`config.mk`:
```
export PLATFORM = sky130hd
export DESIGN_NAME = calendar_date_add_and_difference
export DESIGN_NICKNAME = d
export VERILOG_FILES = /design/src/design/cdad_pkg.sv /design/src/design/calendar_date_add_and_difference.sv /design/src/design/cdad_ctrl.sv /design/src/design/cdad_dp.sv
export SDC_FILE = /design/constraint.sdc
export NUM_CORES = 1
export LEC_CHECK = 0
export BUFFER_PORTS_ARGS = -buffer_cell sky130_fd_sc_hd__buf_2
export CAP_MARGIN = 20
export CORE_MARGIN = 2
export CORE_UTILIZATION = 55
export CTS_CLUSTER_DIAMETER = 120
export DETAILED_ROUTE_END_ITERATION = 7
export GPL_TIMING_DRIVEN = 0
export PLACE_DENSITY = 0.72
export SLEW_MARGIN = 20
export SYNTH_ARGS = -nofsm -noshare
export SYNTH_HDL_FRONTEND = slang
export SYNTH_SLANG_ARGS = --single-unit
export TNS_END_PERCENT = 1
```
`constraint.sdc`:
```
create_clock -name i_clk -period 12.43 [get_ports i_clk]
set_input_delay 2.486 -clock i_clk [delete_from_list [all_inputs] [get_ports i_clk]]
set_output_delay 2.486 -clock i_clk [all_outputs]
set_load 0.01 [all_outputs]
```
`src/design/cdad_pkg.sv`:
```
// Shared types, constants and calendar helper functions for the date keeper.
// Used by the controller, the datapath and the top level; depends on nothing.
package cdad_pkg;

    localparam int MAX_YEAR = 9999;

    // floor(y / 100) as (y * DIV100_MUL) >> DIV100_SHIFT, exact for 14-bit y
    localparam int DIV100_MUL   = 5243;
    localparam int DIV100_SHIFT = 19;

    localparam int YEAR_W = 14;
    localparam int MON_W  = 4;
    localparam int DAY_W  = 5;
    localparam int CNT_W  = 16;
    localparam int WDAY_W = 17;
    localparam int DN_W   = 23;
    localparam int DIFF_W = 22;
    localparam int PROD_W = 27;
    localparam int Q100_W = 8;

    localparam logic [1:0] ST_OK       = 2'd0;
    localparam logic [1:0] ST_INVALID  = 2'd1;
    localparam logic [1:0] ST_OVERFLOW = 2'd2;

    typedef enum logic [1:0] {
        OP_LOAD = 2'd0,
        OP_ADD  = 2'd1,
        OP_DIFF = 2'd2,
        OP_NOP  = 2'd3
    } t_op;

    typedef enum logic [3:0] {
        S_IDLE,
        S_G_DIV,
        S_G_LEAP,
        S_G_CHK,
        S_W_DIV,
        S_W_LEAP,
        S_WALK,
        S_DIFF,
        S_DONE
    } t_state;

    typedef enum logic {
        YSEL_GIVEN = 1'b0,
        YSEL_WORK  = 1'b1
    } t_ysel;

    typedef struct packed {
        logic  capture;
        logic  add_cnt;
        t_ysel ysel;
        logic  div_en;
        logic  leap_en;
        logic  dn_save;
        logic  diff_en;
        logic  walk_en;
        logic  commit_given;
        logic  commit_work;
        logic  set_invalid;
        logic  set_overflow;
        logic  out_load;
    } t_cmd;

    typedef struct packed {
        logic given_ok;
        logic walk_more;
        logic walk_wrap;
        logic year_last;
    } t_stat;

    function automatic logic [DAY_W-1:0] month_len(input logic [MON_W-1:0] m,
                                                   input logic leap);
        logic [DAY_W-1:0] len;
        case (m) inside
            4'd2:                    len = leap ? 5'd29 : 5'd28;
            4'd4, 4'd6, 4'd9, 4'd11: len = 5'd30;
            default:                 len = 5'd31;
        endcase
        return len;
    endfunction

    // days in the months before month m of a common year
    function automatic logic [8:0] cum_days(input logic [MON_W-1:0] m);
        logic [8:0] c;
        case (m)
            4'd1:    c = 9'd0;
            4'd2:    c = 9'd31;
            4'd3:    c = 9'd59;
            4'd4:    c = 9'd90;
            4'd5:    c = 9'd120;
            4'd6:    c = 9'd151;
            4'd7:    c = 9'd181;
            4'd8:    c = 9'd212;
            4'd9:    c = 9'd243;
            4'd10:   c = 9'd273;
            4'd11:   c = 9'd304;
            4'd12:   c = 9'd334;
            default: c = 9'd0;
        endcase
        return c;
    endfunction

endpackage

```
`src/design/calendar_date_add_and_difference.sv`:
```
// Load and difference first check the given date in the year-unit steps; an add walks the
// stored date one month at a time and redoes the year steps at each year boundary crossed;
// a no-op and an invalid given date go straight on to the done step.
// Throughput: one operation at a time; the next beat is taken in the cycle after the result
// is loaded, while that result may still wait on the output.
// Reset (i_rst_n low, synchronous): stored date becomes year 0, January 1,
// controller idles and no result is pending.
module calendar_date_add_and_difference (
    input  logic                          i_clk,
    input  logic                          i_rst_n,
    input  logic                          i_in_valid,
    output logic                          o_in_ready,
    input  logic [1:0]                    i_opcode,
    input  logic [cdad_pkg::YEAR_W-1:0]   i_year_in,
    input  logic [cdad_pkg::MON_W-1:0]    i_month_in,
    input  logic [cdad_pkg::DAY_W-1:0]    i_day_in,
    input  logic [cdad_pkg::CNT_W-1:0]    i_day_count,
    output logic                          o_out_valid,
    input  logic                          i_out_ready,
    output logic [cdad_pkg::YEAR_W-1:0]   o_year_out,
    output logic [cdad_pkg::MON_W-1:0]    o_month_out,
    output logic [cdad_pkg::DAY_W-1:0]    o_day_out,
    output logic [cdad_pkg::DIFF_W-1:0]   o_day_difference,
    output logic [1:0]                    o_status
);

    cdad_pkg::t_cmd  w_cmd;
    cdad_pkg::t_stat w_stat;

    cdad_ctrl u_ctrl (
        .i_clk       (i_clk),
        .i_rst_n     (i_rst_n),
        .i_in_valid  (i_in_valid),
        .i_opcode    (i_opcode),
        .i_out_ready (i_out_ready),
        .i_stat      (w_stat),
        .o_in_ready  (o_in_ready),
        .o_out_valid (o_out_valid),
        .o_cmd       (w_cmd)
    );

    cdad_dp u_dp (
        .i_clk            (i_clk),
        .i_rst_n          (i_rst_n),
        .i_cmd            (w_cmd),
        .i_year_in        (i_year_in),
        .i_month_in       (i_month_in),
        .i_day_in         (i_day_in),
        .i_day_count      (i_day_count),
        .o_stat           (w_stat),
        .o_year_out       (o_year_out),
        .o_month_out      (o_month_out),
        .o_day_out        (o_day_out),
        .o_day_difference (o_day_difference),
        .o_status         (o_status)
    );

endmodule

```
`src/design/cdad_ctrl.sv`:
```
// Sequencing controller for the date keeper: walks each operation through
// the datapath steps and owns the input and output handshakes. Uses cdad_pkg.
module cdad_ctrl (
    input  logic             i_clk,
    input  logic             i_rst_n,
    input  logic             i_in_valid,
    input  logic [1:0]       i_opcode,
    input  logic             i_out_ready,
    input  cdad_pkg::t_stat  i_stat,
    output logic             o_in_ready,
    output logic             o_out_valid,
    output cdad_pkg::t_cmd   o_cmd
);

    cdad_pkg::t_state r_state, n_state;
    cdad_pkg::t_op    r_op, n_op;
    logic             r_out_valid, n_out_valid;
    logic             w_accept;
    logic             w_slot_free;

    assign w_accept    = i_in_valid && (r_state == cdad_pkg::S_IDLE);
    assign w_slot_free = !r_out_valid || i_out_ready;
    assign o_in_ready  = (r_state == cdad_pkg::S_IDLE);
    assign o_out_valid = r_out_valid;

    always_ff @(posedge i_clk) begin
        if (!i_rst_n) begin
            r_state     <= cdad_pkg::S_IDLE;
            r_op        <= cdad_pkg::OP_NOP;
            r_out_valid <= 1'b0;
        end else begin
            r_state     <= n_state;
            r_op        <= n_op;
            r_out_valid <= n_out_valid;
        end
    end

    // next state
    always_comb begin
        n_state = r_state;
        n_op    = r_op;
        case (r_state)
            cdad_pkg::S_IDLE: begin
                if (w_accept) begin
                    n_op = cdad_pkg::t_op'(i_opcode);
                    case (cdad_pkg::t_op'(i_opcode))
                        cdad_pkg::OP_LOAD: n_state = cdad_pkg::S_G_DIV;
                        cdad_pkg::OP_DIFF: n_state = cdad_pkg::S_G_DIV;
                        cdad_pkg::OP_ADD:  n_state = cdad_pkg::S_W_DIV;
                        default:           n_state = cdad_pkg::S_DONE;
                    endcase
                end
            end
            cdad_pkg::S_G_DIV:  n_state = cdad_pkg::S_G_LEAP;
            cdad_pkg::S_G_LEAP: n_state = cdad_pkg::S_G_CHK;
            cdad_pkg::S_G_CHK: begin
                if (!i_stat.given_ok || r_op == cdad_pkg::OP_LOAD) begin
                    n_state = cdad_pkg::S_DONE;
                end else begin
                    n_state = cdad_pkg::S_W_DIV;
                end
            end
            cdad_pkg::S_W_DIV:  n_state = cdad_pkg::S_W_LEAP;
            cdad_pkg::S_W_LEAP: begin
                n_state = (r_op == cdad_pkg::OP_ADD) ? cdad_pkg::S_WALK : cdad_pkg::S_DIFF;
            end
            cdad_pkg::S_WALK: begin
                if (!i_stat.walk_more) begin
                    n_state = cdad_pkg::S_DONE;
                end else if (i_stat.walk_wrap && i_stat.year_last) begin
                    n_state = cdad_pkg::S_DONE;
                end else if (i_stat.walk_wrap) begin
                    n_state = cdad_pkg::S_W_DIV;
                end
            end
            cdad_pkg::S_DIFF: n_state = cdad_pkg::S_DONE;
            cdad_pkg::S_DONE: begin
                if (w_slot_free) begin
                    n_state = cdad_pkg::S_IDLE;
                end
            end
            default: n_state = cdad_pkg::S_IDLE;
        endcase
    end

    // commands and output beat flag
    always_comb begin
        o_cmd       = '0;
        o_cmd.ysel  = cdad_pkg::YSEL_GIVEN;
        n_out_valid = r_out_valid && !i_out_ready;
        case (r_state)
            cdad_pkg::S_IDLE: begin
                o_cmd.capture = w_accept;
                o_cmd.add_cnt = (cdad_pkg::t_op'(i_opcode) == cdad_pkg::OP_ADD);
            end
            cdad_pkg::S_G_DIV:  o_cmd.div_en  = 1'b1;
            cdad_pkg::S_G_LEAP: o_cmd.leap_en = 1'b1;
            cdad_pkg::S_G_CHK: begin
                if (!i_stat.given_ok) begin
                    o_cmd.set_invalid = 1'b1;
                end else if (r_op == cdad_pkg::OP_LOAD) begin
                    o_cmd.commit_given = 1'b1;
                end else begin
                    o_cmd.dn_save = 1'b1;
                end
            end
            cdad_pkg::S_W_DIV: begin
                o_cmd.ysel   = cdad_pkg::YSEL_WORK;
                o_cmd.div_en = 1'b1;
            end
            cdad_pkg::S_W_LEAP: begin
                o_cmd.ysel    = cdad_pkg::YSEL_WORK;
                o_cmd.leap_en = 1'b1;
            end
            cdad_pkg::S_WALK: begin
                o_cmd.ysel = cdad_pkg::YSEL_WORK;
                if (!i_stat.walk_more) begin
                    o_cmd.commit_work = 1'b1;
                end else if (i_stat.walk_wrap && i_stat.year_last) begin
                    o_cmd.set_overflow = 1'b1;
                end else begin
                    o_cmd.walk_en = 1'b1;
                end
            end
            cdad_pkg::S_DIFF: begin
                o_cmd.ysel    = cdad_pkg::YSEL_WORK;
                o_cmd.diff_en = 1'b1;
            end
            cdad_pkg::S_DONE: begin
                if (w_slot_free) begin
                    o_cmd.out_load = 1'b1;
                    n_out_valid    = 1'b1;
                end
            end
            default: o_cmd = '0;
        endcase
    end

`ifndef NO_ASSERTIONS
    a_rise_from_done: assert property (@(posedge i_clk) disable iff (!i_rst_n)
        $rose(r_out_valid) |-> $past(r_state == cdad_pkg::S_DONE))
        else $error("result beat raised outside the done step");

    a_done_loads: assert property (@(posedge i_clk) disable iff (!i_rst_n)
        (r_state == cdad_pkg::S_DONE && w_slot_free) |=> r_out_valid)
        else $error("done step left without loading the result");

    a_accept_leaves_idle: assert property (@(posedge i_clk) disable iff (!i_rst_n)
        (i_in_valid && o_in_ready) |=> (r_state != cdad_pkg::S_IDLE))
        else $error("accepted beat did not start an operation");
`endif

endmodule

```
`src/design/cdad_dp.sv`:
```
// Datapath for the date keeper: stored date, work date, leap-year and
// day-number arithmetic, and the result register. Uses cdad_pkg.
module cdad_dp (
    input  logic                          i_clk,
    input  logic                          i_rst_n,
    input  cdad_pkg::t_cmd                i_cmd,
    input  logic [cdad_pkg::YEAR_W-1:0]   i_year_in,
    input  logic [cdad_pkg::MON_W-1:0]    i_month_in,
    input  logic [cdad_pkg::DAY_W-1:0]    i_day_in,
    input  logic [cdad_pkg::CNT_W-1:0]    i_day_count,
    output cdad_pkg::t_stat               o_stat,
    output logic [cdad_pkg::YEAR_W-1:0]   o_year_out,
    output logic [cdad_pkg::MON_W-1:0]    o_month_out,
    output logic [cdad_pkg::DAY_W-1:0]    o_day_out,
    output logic [cdad_pkg::DIFF_W-1:0]   o_day_difference,
    output logic [1:0]                    o_status
);

    // stored date
    logic [cdad_pkg::YEAR_W-1:0] r_st_year;
    logic [cdad_pkg::MON_W-1:0]  r_st_month;
    logic [cdad_pkg::DAY_W-1:0]  r_st_day;

    // given date and work date
    logic [cdad_pkg::YEAR_W-1:0] r_g_year;
    logic [cdad_pkg::MON_W-1:0]  r_g_month;
    logic [cdad_pkg::DAY_W-1:0]  r_g_day;
    logic [cdad_pkg::YEAR_W-1:0] r_w_year;
    logic [cdad_pkg::MON_W-1:0]  r_w_month;
    logic [cdad_pkg::WDAY_W-1:0] r_w_day;

    // year unit
    logic [cdad_pkg::Q100_W-1:0] r_f100;
    logic [cdad_pkg::Q100_W-1:0] r_c100;
    logic                        r_leap;
    logic [cdad_pkg::DN_W-1:0]   r_y365;
    logic [cdad_pkg::DN_W-1:0]   r_dn;

    logic [cdad_pkg::DIFF_W-1:0] r_diff;
    logic [1:0]                  r_status;

    logic [cdad_pkg::YEAR_W-1:0] r_o_year;
    logic [cdad_pkg::MON_W-1:0]  r_o_month;
    logic [cdad_pkg::DAY_W-1:0]  r_o_day;
    logic [cdad_pkg::DIFF_W-1:0] r_o_diff;
    logic [1:0]                  r_o_status;

    logic [cdad_pkg::YEAR_W-1:0] w_y;
    logic [cdad_pkg::MON_W-1:0]  w_m;
    logic [cdad_pkg::WDAY_W-1:0] w_d;
    logic [cdad_pkg::PROD_W-1:0] w_prod;
    logic [cdad_pkg::YEAR_W-1:0] w_rem;
    logic                        w_has_rem;
    logic [12:0]                 w_c4;
    logic [6:0]                  w_c400;
    logic                        w_late_leap;
    logic [cdad_pkg::DN_W-1:0]   w_dn;
    logic [cdad_pkg::DN_W-1:0]   w_abs;
    logic [cdad_pkg::DAY_W-1:0]  w_ml;

    assign w_y = (i_cmd.ysel == cdad_pkg::YSEL_WORK) ? r_w_year : r_g_year;
    assign w_m = (i_cmd.ysel == cdad_pkg::YSEL_WORK) ? r_w_month : r_g_month;
    assign w_d = (i_cmd.ysel == cdad_pkg::YSEL_WORK) ? r_w_day
                                                      : cdad_pkg::WDAY_W'(r_g_day);

    assign w_prod    = cdad_pkg::PROD_W'(w_y) * cdad_pkg::PROD_W'(cdad_pkg::DIV100_MUL);
    assign w_rem     = w_y - cdad_pkg::YEAR_W'({6'd0, r_f100} * 14'd100);
    assign w_has_rem = (w_rem != '0);

    // leap days before year y: ceil(y/4) - ceil(y/100) + ceil(y/400)
    assign w_c4        = 13'((15'(w_y) + 15'd3) >> 2);
    assign w_c400      = 7'((9'(r_c100) + 9'd3) >> 2);
    assign w_late_leap = r_leap && (w_m > 4'd2);
    assign w_dn = r_y365 + cdad_pkg::DN_W'(w_c4) - cdad_pkg::DN_W'(r_c100)
                + cdad_pkg::DN_W'(w_c400) + cdad_pkg::DN_W'(cdad_pkg::cum_days(w_m))
                + cdad_pkg::DN_W'(w_late_leap) + cdad_pkg::DN_W'(w_d);
    assign w_abs = (w_dn >= r_dn) ? (w_dn - r_dn) : (r_dn - w_dn);

    assign w_ml = cdad_pkg::month_len(w_m, r_leap);

    assign o_stat.given_ok  = (r_g_year <= cdad_pkg::YEAR_W'(cdad_pkg::MAX_YEAR))
                           && (r_g_month >= 4'd1) && (r_g_month <= 4'd12)
                           && (r_g_day != '0) && (r_g_day <= w_ml);
    assign o_stat.walk_more = (r_w_day > cdad_pkg::WDAY_W'(w_ml));
    assign o_stat.walk_wrap = (r_w_month == 4'd12);
    assign o_stat.year_last = (r_w_year == cdad_pkg::YEAR_W'(cdad_pkg::MAX_YEAR));

    always_ff @(posedge i_clk) begin
        if (!i_rst_n) begin
            r_st_year  <= '0;
            r_st_month <= 4'd1;
            r_st_day   <= 5'd1;
        end else if (i_cmd.commit_given) begin
            r_st_year  <= r_g_year;
            r_st_month <= r_g_month;
            r_st_day   <= r_g_day;
        end else if (i_cmd.commit_work) begin
            r_st_year  <= r_w_year;
            r_st_month <= r_w_month;
            r_st_day   <= cdad_pkg::DAY_W'(r_w_day);
        end
    end

    always_ff @(posedge i_clk) begin
        if (i_cmd.capture) begin
            r_g_year  <= i_year_in;
            r_g_month <= i_month_in;
            r_g_day   <= i_day_in;
            r_w_year  <= r_st_year;
            r_w_month <= r_st_month;
            r_w_day   <= cdad_pkg::WDAY_W'(r_st_day)
                       + (i_cmd.add_cnt ? cdad_pkg::WDAY_W'(i_day_count) : '0);
            r_diff    <= '0;
            r_status  <= cdad_pkg::ST_OK;
        end else begin
            // advance one month, rolling into the next year after December
            if (i_cmd.walk_en) begin
                r_w_day <= r_w_day - cdad_pkg::WDAY_W'(w_ml);
                if (o_stat.walk_wrap) begin
                    r_w_month <= 4'd1;
                    r_w_year  <= r_w_year + 14'd1;
                end else begin
                    r_w_month <= r_w_month + 4'd1;
                end
            end
            if (i_cmd.set_invalid) begin
                r_status <= cdad_pkg::ST_INVALID;
            end else if (i_cmd.set_overflow) begin
                r_status <= cdad_pkg::ST_OVERFLOW;
            end
            if (i_cmd.diff_en) begin
                r_diff <= w_abs[cdad_pkg::DIFF_W-1:0];
            end
        end
        if (i_cmd.div_en) begin
            r_f100 <= w_prod[cdad_pkg::DIV100_SHIFT +: cdad_pkg::Q100_W];
        end
        if (i_cmd.leap_en) begin
            r_leap <= (w_y[1:0] == 2'd0) && (w_has_rem || (r_f100[1:0] == 2'd0));
            r_c100 <= r_f100 + cdad_pkg::Q100_W'(w_has_rem);
            r_y365 <= cdad_pkg::DN_W'(w_y) * cdad_pkg::DN_W'(365);
        end
        if (i_cmd.dn_save) begin
            r_dn <= w_dn;
        end
        if (i_cmd.out_load) begin
            r_o_year   <= r_st_year;
            r_o_month  <= r_st_month;
            r_o_day    <= r_st_day;
            r_o_diff   <= r_diff;
            r_o_status <= r_status;
        end
    end

    assign o_year_out       = r_o_year;
    assign o_month_out      = r_o_month;
    assign o_day_out        = r_o_day;
    assign o_day_difference = r_o_diff;
    assign o_status         = r_o_status;

`ifndef NO_ASSERTIONS
    a_stored_valid: assert property (@(posedge i_clk) disable iff (!i_rst_n)
        (r_st_month >= 4'd1) && (r_st_month <= 4'd12) && (r_st_day != '0))
        else $error("stored date holds an impossible month or day");

    a_commit_ok: assert property (@(posedge i_clk) disable iff (!i_rst_n)
        (i_cmd.commit_given || i_cmd.commit_work) |-> (r_status == cdad_pkg::ST_OK))
        else $error("stored date changed on a failed operation");

    a_diff_only_ok: assert property (@(posedge i_clk) disable iff (!i_rst_n)
        (i_cmd.out_load && r_diff != '0) |-> (r_status == cdad_pkg::ST_OK))
        else $error("nonzero difference reported with an error status");
`endif

endmodule

```
## Word level (Yosys, flattened, before mapping)

Memories as Yosys holds them, arrays and structs flattened.
Index checks and enable logic that the tools add are counted.

| word-level totals | value |
|---|---|
| bits in writable memories | 0 |
| bits in latches | 0 |
| flip-flop bits (word level) | 222 |
| memories kept | 1 |
| word-level logic and storage cells | 166 |
| output and inout bits | 49 |
| bits in read-only memories | 144 |
| input port bits | 45 |

Memories:

| name | depth | bits a word | rd ports | clocked after memory_dff | wr ports | line | source |
|---|---|---|---|---|---|---|---|
| (name not given) | 16 | 9 | 1 | 0 | 0 | cdad_pkg.sv:86 | `case (m)` |

| cells by class | value |
|---|---|
| shifts and indexed selects | 0 |
| bitwise logic cells | 0 |
| equality and inequality tests | 21 |
| div/mod/pow operators | 0 |
| reductions and logical operators | 35 |
| $mul | 3 |
| add/subtract/negate cells | 16 |
| multiplexer cells | 58 |
| order comparisons | 7 |

Operators by type and width:

| kind | number |
|---|---|
| $mux 14 | 6 |
| $mux 17 | 3 |
| $mux 4 | 12 |
| $sub 22x22->22 | 2 |
| $pmux 4 s9 | 1 |
| $mux 1 | 29 |
| $mul 14x13->27 const B | 1 |
| $eq 4x3->1 const B | 6 |
| $add 23x1->23 | 1 |
| $add 23x13->23 | 1 |
| $add 23x17->23 | 1 |
| $add 23x7->23 | 1 |
| $add 23x9->23 | 1 |
| $ge 23x23->1 | 1 |
| $mul 14x9->23 const B | 1 |
| $sub 23x8->23 | 1 |
| $mux 22 | 1 |
| $add 5x17->17 | 1 |
| $gt 17x5->1 | 1 |
| $sub 17x5->17 | 1 |
| $eq 4x4->1 const B | 4 |
| $mux 16 | 1 |
| $add 14x2->15 const B | 1 |
| $add 14x1->14 const B | 1 |
| 32 further kinds | 61 |

## Logic depth before layout (Yosys ltp)

Gate-level depths: netlist of run 1.

| depth | value |
|---|---|
| depth in word-level cells | 14 |
| gate-level depth with buffers | 43 |
| mapped depth without buffers | 36 |

## Hierarchy

From an unflattened synthesis of run 1, not the netlist that was laid out.

| second synthesis, totals | value |
|---|---|
| cells, all modules | 2145 |
| area total of the unflattened synthesis | 21152.8 µm² |

By module, submodules not included:

| module | instances | area each (µm²) | cells each | seq. area each (µm²) |
|---|---|---|---|---|
| cdad_dp | 1 | 20561.0 | 2076 | 5985.7 |
| cdad_ctrl | 1 | 591.8 | 69 | 140.1 |

## Worst setup path before layout of run 1

OpenSTA, ideal clock, no wires.

| timing path | value |
|---|---|
| kind | reg2reg |
| start point | register u_ctrl.r_state[2] |
| end point | register u_dp.r_diff[4] (netlist name) |
| clock period less this slack | 8.802 ns |
| data required time | 12.303 ns |
| buffers on the path | 6 |
| library setup time | 0.127 ns |
| slack | 3.628 ns |
| arrival time | 8.675 ns |
| cell stages (with the launch flop) | 38 |
| path through | dfxtp_1 > clkbuf_1 > nor2b_1 > buf_2 > buf_1 > buf_2 > buf_1 > mux2i_1 > ha_1 > nor2b_1 > xnor2_1 > fa_1 > fa_1 > inv_1 > fa_1 > inv_1 > ha_1 > a211oi_1 > [2 not listed] > o21ai_0 > a21o_1 > a31o_2 > nand3_1 > nand2_1 > a21oi_1 > xnor2_1 > ha_1 > buf_6 > a21oi_2 > o21ai_1 > or3_1 > o2111a_1 > a21oi_4 > mux2i_1 > o21a_1 > o2111a_1 > or3_1 |

| between the ends | value |
|---|---|
| word-level cells in the longest chain between the ends | 13 |
| elaborated cells between the ends (all ways) | 27 |
| classes of those cells | add/sub (9); order compare (2); eq/ne (4); mux (7); reduce/logical (4); memory (1) |

RTL lines:

| item | line | source |
|---|---|---|
| start, declared | cdad_ctrl.sv:15 | `cdad_pkg::t_state r_state, n_state;` |
| start signal, assigned | cdad_ctrl.sv:28 | `r_state <= cdad_pkg::S_IDLE;` |
| start signal, assigned | cdad_ctrl.sv:32 | `r_state <= n_state;` |
| $eq 4x3->1 | cdad_ctrl.sv:91 | `case (r_state)` |
| $reduce_or 4->1 (no line) * | n/a |  |
| $mux 1 * | cdad_ctrl.sv:91 |  |
| $mux 14 | cdad_dp.sv:61 | `assign w_y = (i_cmd.ysel == cdad_pkg::YSEL_WORK) ? r_w_year : r_g_year;` |
| $add 14x2->15 | cdad_dp.sv:71 | `assign w_c4 = 13'((15'(w_y) + 15'd3) >> 2);` |
| $add 23x13->23 | cdad_dp.sv:74 | `assign w_dn = r_y365 + cdad_pkg::DN_W'(w_c4) - cdad_pkg::DN_W'(r_c100)` |
| $sub 23x8->23 | cdad_dp.sv:74 |  |
| $add 23x7->23 | cdad_dp.sv:75 | `+ cdad_pkg::DN_W'(w_c400) + cdad_pkg::DN_W'(cdad_pkg::cum_days(w_m))` |
| $add 23x9->23 | cdad_dp.sv:75 |  |
| $add 23x1->23 | cdad_dp.sv:76 | `+ cdad_pkg::DN_W'(w_late_leap) + cdad_pkg::DN_W'(w_d);` |
| $add 23x17->23 * | cdad_dp.sv:76 |  |
| via u_dp.w_dn, one bit | cdad_dp.sv:57 | `logic [cdad_pkg::DN_W-1:0] w_dn;` |
| $ge 23x23->1 * | cdad_dp.sv:77 | `assign w_abs = (w_dn >= r_dn) ? (w_dn - r_dn) : (r_dn - w_dn);` |
| $mux 22 * | cdad_dp.sv:77 |  |
| end signal, assigned | cdad_dp.sv:132 | `r_diff <= w_abs[cdad_pkg::DIFF_W-1:0];` |
| end, declared | cdad_dp.sv:39 | `logic [cdad_pkg::DIFF_W-1:0] r_diff;` |

The timed path passes the listed nets; every way through them passes the cells marked *.
A chain may end at the register's enable or synchronous reset.

## Final worst setup path of run 1

| timing path | value |
|---|---|
| start point | register u_ctrl.r_state[2] |
| end point | register u_dp.r_diff[17] (netlist name) |

Same word-level chain as after synthesis.

==> flow_metrics.tcl, run 1 <==
set metrics [dict create \
    outcome "completed" \
    cts_buffers 26 \
    htree_levels 1 \
    worst_slew_pin_slew_ps 1150 \
    arrival_ps 11720 \
    synth-edff-count 168 \
    clock_latency_ps 550 \
    crit_path_start_kind "register" \
    setup_viol 0 \
    clockRootBuffer "clkbuf_16" \
    fin_crit_sh_pct 90.8 \
    yosysMostFrequentCell "inv_1" \
    rsz0062_at_grt "no" \
    vias 15310 \
    synth_ff_type "edfxtp_1" \
    wire_per_inst_um 18.0 \
    crit_top_cell "inv_1" \
    setup_tns_ps 0 \
    synth_top_area_cell "edfxtp_1" \
    io_pins 94 \
    seq_area_frac_synth_pct 29.5 \
    yosys_warnings 0 \
    max_cap_viol_count 0 \
    die_h_um 198 \
    synthDistinctLibCells 70 \
    fmax_mhz 88.6 \
    start_util_pct 55.5 \
    ctsHoldBuffers 0 \
    wirelength_mm 49.7 \
    grt_max_degree 31 \
    crit_type "register to register" \
    slew_violations 0 \
    synth_fp_nets 2588 \
    final_hold_viol_count 0 \
    grt_overflow 0 \
    cts_setup_buffers 0 \
    rows 71 \
    ctsResizeCount 0 \
    crit_slowest_cell "buf_1" \
    drt_iter0_drc 805 \
    grt_first_pass_wirelength_mm 79.0 \
    path_clk_slew_ps 60 \
    max-clock-path-buffers 3 \
    routabilityCongestion 0.908 \
    ant_nets 0 \
    dp_hpwl_mm 40.9 \
    drive_gt1_share_pct 8.64 \
    grtUsageTotal_pct 25.6 \
    cp-end-kind "register" \
    diodes 0 \
    async_flop_share_pct 0 \
    dr.pass1.iters 5 \
    yosys-top-cells-count "inv_1 (355), ha_1 (294), edfxtp_1 (168), nand2_1 (160), fa_1 (148)" \
    synth_top_area_share_pct 24.3 \
    crit_fanout 10 \
    slowest_delay_ps 680 \
    cts_tree "yes" \
    dieArea_sq_mm 0.0393 \
    finClkSkew_ps 13.0 \
    port-buffer-count 92 \
    min_period_ps 11280 \
    coreArea_sq_mm 0.0374 \
    grt_pass1_vias 15272 \
    relSlewSlack_pct 21.4 \
    clock-sinks 222 \
    via_per_inst 5.55 \
    ys_ff_latch 222 \
    synth_area_sq_mm 0.0208 \
    fillers 3170 \
    avgSynthCellArea_sq_um 9.88 \
    cp_data_required_time_ps 12870 \
    drt_drc_violations_left 0 \
    synth_area_leaders "edfxtp_1 (24%), ha_1 (18%), fa_1 (14%), inv_1 (6.4%), dfxtp_1 (5.2%)" \
    antenna_found_initial 0 \
    syn_to_final_growth_pct 9.94 \
    hold_class "register to register" \
    die_x_um 198 \
    syn_inst 2101 \
    fin_nets 2713 \
]
layout by cell type, fill, tap and decap left out, types with 6 or more instances in the layout:
cell type | netlist | final
xor2_1 | 42 | 42
nand4_1 | 14 | 14
a31oi_1 | 15 | 15
clkinv_2 | 0 | 6
a21oi_1 | 90 | 89
nor4_1 | 11 | 11
a211oi_1 | 17 | 17
buf_2 | 13 | 105
o21ai_0 | 75 | 74
o22ai_1 | 12 | 12
mux2i_1 | 46 | 46
inv_1 | 355 | 355
o21bai_1 | 11 | 11
o21a_1 | 21 | 21
nand2_1 | 160 | 160
o211ai_1 | 19 | 19
edfxtp_1 | 168 | 168
nand2b_1 | 15 | 15
ha_1 | 294 | 294
or2_2 | 6 | 6
fa_1 | 148 | 148
a21o_1 | 23 | 23
nor2b_1 | 18 | 17
dfxtp_1 | 54 | 54
nand3_1 | 59 | 59
and2_1 | 10 | 10
and3_1 | 14 | 14
mux2_2 | 16 | 16
o211a_1 | 24 | 24
a21boi_0 | 8 | 8
xnor2_1 | 92 | 92
or3_1 | 11 | 11
clkbuf_1 | 38 | 41
nor3_1 | 27 | 26
clkbuf_16 | 0 | 27
nor2_1 | 102 | 102
through the flow:
stage / hold slack, ps / instance area [sq um] / instances / utilization (%) / setup slack (ps)
6_report: 427 / 22800 / 2757 / 61.0 / 1150
5_1_grt: 444 / 22800 / 2757 / 61.0 / 500
4_1_cts: 426 / 22800 / 2757 / 61.0 / 1160
3_5_place_dp: 412 / 22000 / 2709 / 58.8 / 1230
3_3_place_gp: 410 / 21900 / 2704 / 58.5 / 1290
2_1_floorplan: 402 / 20800 / 2101 / - / 3630
layer usage:
layer	track usage (%)	vias up	share of wire [%]
li1	-	7431	-
met1	34.6	7408	45
met2	42.7	379	47
met3	2.88	92	4.4
met4	9.13	0	3.7
met5	0	-	0
logic make-up (layout without fill, tap and decap cells):
family / after synthesis / count (layout) / synth area share, %
XOR/XNOR: 134 / 134 / 5.65
adder cells (fa/ha/maj): 442 / 442 / 32.0
AO/OA/AOI/OAI: 364 / 364 / 11.7
flip-flops: 222 / 222 / 29.5
AND/OR/NAND/NOR: 461 / 461 / 10.4
multiplexers: 62 / 62 / 3.09
buffers and inverters: 416 / 561 / 7.74
registers in the layout (all words and copies together), names as in the netlist, 8 cells and up:
register / cells
u_dp.r_w_day: 17
u_dp.r_f100: 8
u_dp.r_diff: 22
u_dp.r_c100: 8
u_dp.r_g_year: 14
u_dp.o_day_difference: 22
u_dp.r_dn: 23
u_dp.r_w_year: 14
u_dp.r_y365: 23
u_dp.o_year_out: 14
u_dp.r_st_year: 14
critical path, delay by kind of cell, from the launching register on:
| family | cells | cell delay [ps] |
|---|---|---|
| compound gates | 11 | 2540 |
| mux | 2 | 900 |
| flops | 1 | 300 |
| xor+xnor | 2 | 380 |
| simple gates | 8 | 1720 |
| buf+inv | 11 | 2680 |
| fa+ha+maj | 7 | 2610 |
cell type report:
cell class	count	area, sq um	share of cell area (%)
multi-input cells	1463	13100	57.2
flip-flops and latches	222	6130	26.8
inverters	355	1330	5.84
clock buffers	32	704	3.09
well taps	511	639	2.80
repair buffers	97	551	2.41
plain buffers	61	277	1.21
clock inverters	16	141	0.619
path summary, 6_finish.rpt:
| kind | from | endpoint | slack, ps | cells past startpoint |
|---|---|---|---|---|
| worst max-delay path | u_ctrl.r_state[2] | u_dp.r_diff[17] | 1150 | 41 |
| worst min-delay path | u_dp.r_diff[12] | u_dp.o_day_difference[12] | 430 | 0 |
| worst max register to register | u_ctrl.r_state[2] | u_dp.r_diff[17] | 1150 | 41 |
| worst min register to register | u_dp.r_diff[12] | u_dp.o_day_difference[12] | 430 | 0 |
Power of run 1 is left out: the tool's default activity adds up to more than one toggle a clock period on the data nets, which glitch-free logic cannot reach.
==> run 2, diff against run 1 <==
--- a/config.mk
+++ b/config.mk
@@ -13,6 +13,7 @@
 export DETAILED_ROUTE_END_ITERATION = 7
 export GPL_TIMING_DRIVEN = 0
 export PLACE_DENSITY = 0.72
+export RECOVER_POWER = 100
 export SLEW_MARGIN = 20
 export SYNTH_ARGS = -nofsm -noshare
 export SYNTH_HDL_FRONTEND = slang
==> run 2 against run 1 <==
  * The flow now finishes with violations (max-capacitance violations, max-slew violations)
  * Global-route usage did not move
  * Clock skew rose by 1.7 ps
  * Critical path type unchanged
  * Hold slack barely moved
==> flow_metrics.tcl, run 2 (synthesis gave the netlist of run 1 again) <==
set metrics [dict create \
    final_common_cell "inv_1" \
    slew_violations 81 \
    antenna_found_initial 0 \
    r2r_setup_slack_ps 930 \
    grt_first_pass_wirelength_mm 79.0 \
    dp_hpwl_mm 40.9 \
    ctsResizeCount 0 \
    setup_tns_ps 0 \
    place_area_sq_mm 0.0220 \
    cts_tree "yes" \
    r2r-start "u_ctrl.r_state[2]" \
    io_pins 94 \
    crit_fanout 10 \
    ant_nets 0 \
    setup_ws_ps 935 \
    clockRootBuffer "clkbuf_16" \
    drt_iter0_drc 849 \
    crit_path_start_kind "register" \
    port-buffer-count 92 \
    die_h_um 198 \
    die_x_um 198 \
    final_cell_area_sq_mm 0.0227 \
    crit_top_cell "inv_1" \
    layout_common_cells "inv_1 (355), ha_1 (294), edfxtp_1 (168)" \
    vias 15258 \
    fin_nets 2713 \
    grt_overflow 0 \
    grt_max_degree 31 \
    cp_data_required_time_ps 12870 \
    rows 71 \
    dieArea_sq_mm 0.0393 \
    wirelength_mm 49.8 \
    finClkSkew_ps 14.7 \
    slowest_delay_ps 720 \
    rsz0062_at_grt "no" \
    critPathCapture "u_dp.r_diff[17]" \
    crit_slowest_cell "clkbuf_1" \
    place_ws_ps 1230 \
    reg2reg_to "u_dp.r_diff[17]" \
    multi_input_area_sq_mm 0.0130 \
    relSlewSlack_pct -22.4 \
    routabilityCongestion 0.908 \
    final_hold_viol_count 0 \
    start_util_pct 55.5 \
    max-clock-path-buffers 3 \
    fmax_mhz 87.0 \
    coreArea_sq_mm 0.0374 \
    cts_setup_buffers 0 \
    clock-sinks 222 \
    cts_buffers 26 \
    diodes 0 \
    wire_per_inst_um 18.1 \
    path_clk_slew_ps 60 \
    dr.pass1.iters 5 \
    clock_latency_ps 550 \
    hold_class "register to register" \
    cp-end-kind "register" \
    crit_type "register to register" \
    failed_checks "max-capacitance violations, max-slew violations" \
    arrival_ps 11930 \
    htree_levels 1 \
    min_period_ps 11500 \
    ctsHoldBuffers 0 \
    regArea_sq_mm 0.00613 \
    fillers 3208 \
    crit_path_start "u_ctrl.r_state[2]" \
    fin_crit_sh_pct 92.5 \
    r2r_cells 41 \
    reg_top3 "u_dp.r_dn (23), u_dp.r_y365 (23)" \
    grtUsageTotal_pct 25.6 \
    grt_pass1_vias 15272 \
    drive_gt1_share_pct 5.83 \
    drt_drc_violations_left 0 \
    syn_to_final_growth_pct 9.15 \
    worst_slew_pin_slew_ps 1830 \
    via_per_inst 5.53 \
    max_cap_viol_count 3 \
    setup_viol 0 \
    outcome "complete, but fails checks" \
]
-- run 2: worst min path at each step --
stage | startpoint | endpoint | slack [ps] | cells after the start
after floorplan | u_dp.r_status[0] | u_dp.o_status[0] | 400 | 0
after global routing | u_dp.r_diff[9] | u_dp.o_day_difference[9] | 440 | 0
after global placement | u_dp.r_diff[15] | u_dp.o_day_difference[15] | 410 | 0
after CTS | u_dp.r_diff[15] | u_dp.o_day_difference[15] | 430 | 0
final | u_dp.r_diff[12] | u_dp.o_day_difference[12] | 430 | 0
after detailed placement | u_dp.r_diff[15] | u_dp.o_day_difference[15] | 410 | 0
-- run 2: per-stage QoR --
stage          utilization [%]  hold WS (ps)  std cells
2_1_floorplan                -           402       2101
4_1_cts                   61.0           426       2757
6_report                  60.6           427       2757
3_3_place_gp              58.5           410       2704
5_1_grt                   60.6           444       2757
3_5_place_dp              58.8           412       2709
-- run 2: metal layers --
metal / track usage (%) / wire (um) / up-vias
met5: 0 / 0 / -
met4: 9.13 / 1840 / 0
met3: 2.88 / 2230 / 93
met2: 42.7 / 23600 / 356
met1: 34.6 / 22100 / 7372
li1: - / - / 7437
-- run 2: area by class of cell --
| cell class | count | share of cell area, % |
|---|---|---|
| plain buffers | 61 | 1.20 |
| clock buffers | 32 | 3.11 |
| well taps | 511 | 2.82 |
| inverters | 355 | 5.88 |
| multi-input cells | 1463 | 57.5 |
| flip-flops and latches | 222 | 27.0 |
| clock inverters | 16 | 0.624 |
| repair buffers | 97 | 1.84 |
-- run 2: critical path: cells and delay by family (launching register included) --
family,cells,cell delay [ps]
AO/OA/AOI/OAI,11,2510
multiplexers,2,890
buffers and inverters,11,2930
flip-flops,1,300
adder cells (fa/ha/maj),7,2620
XOR/XNOR,2,370
AND/OR/NAND/NOR,8,1730
Power of run 2 is left out for the same reason.
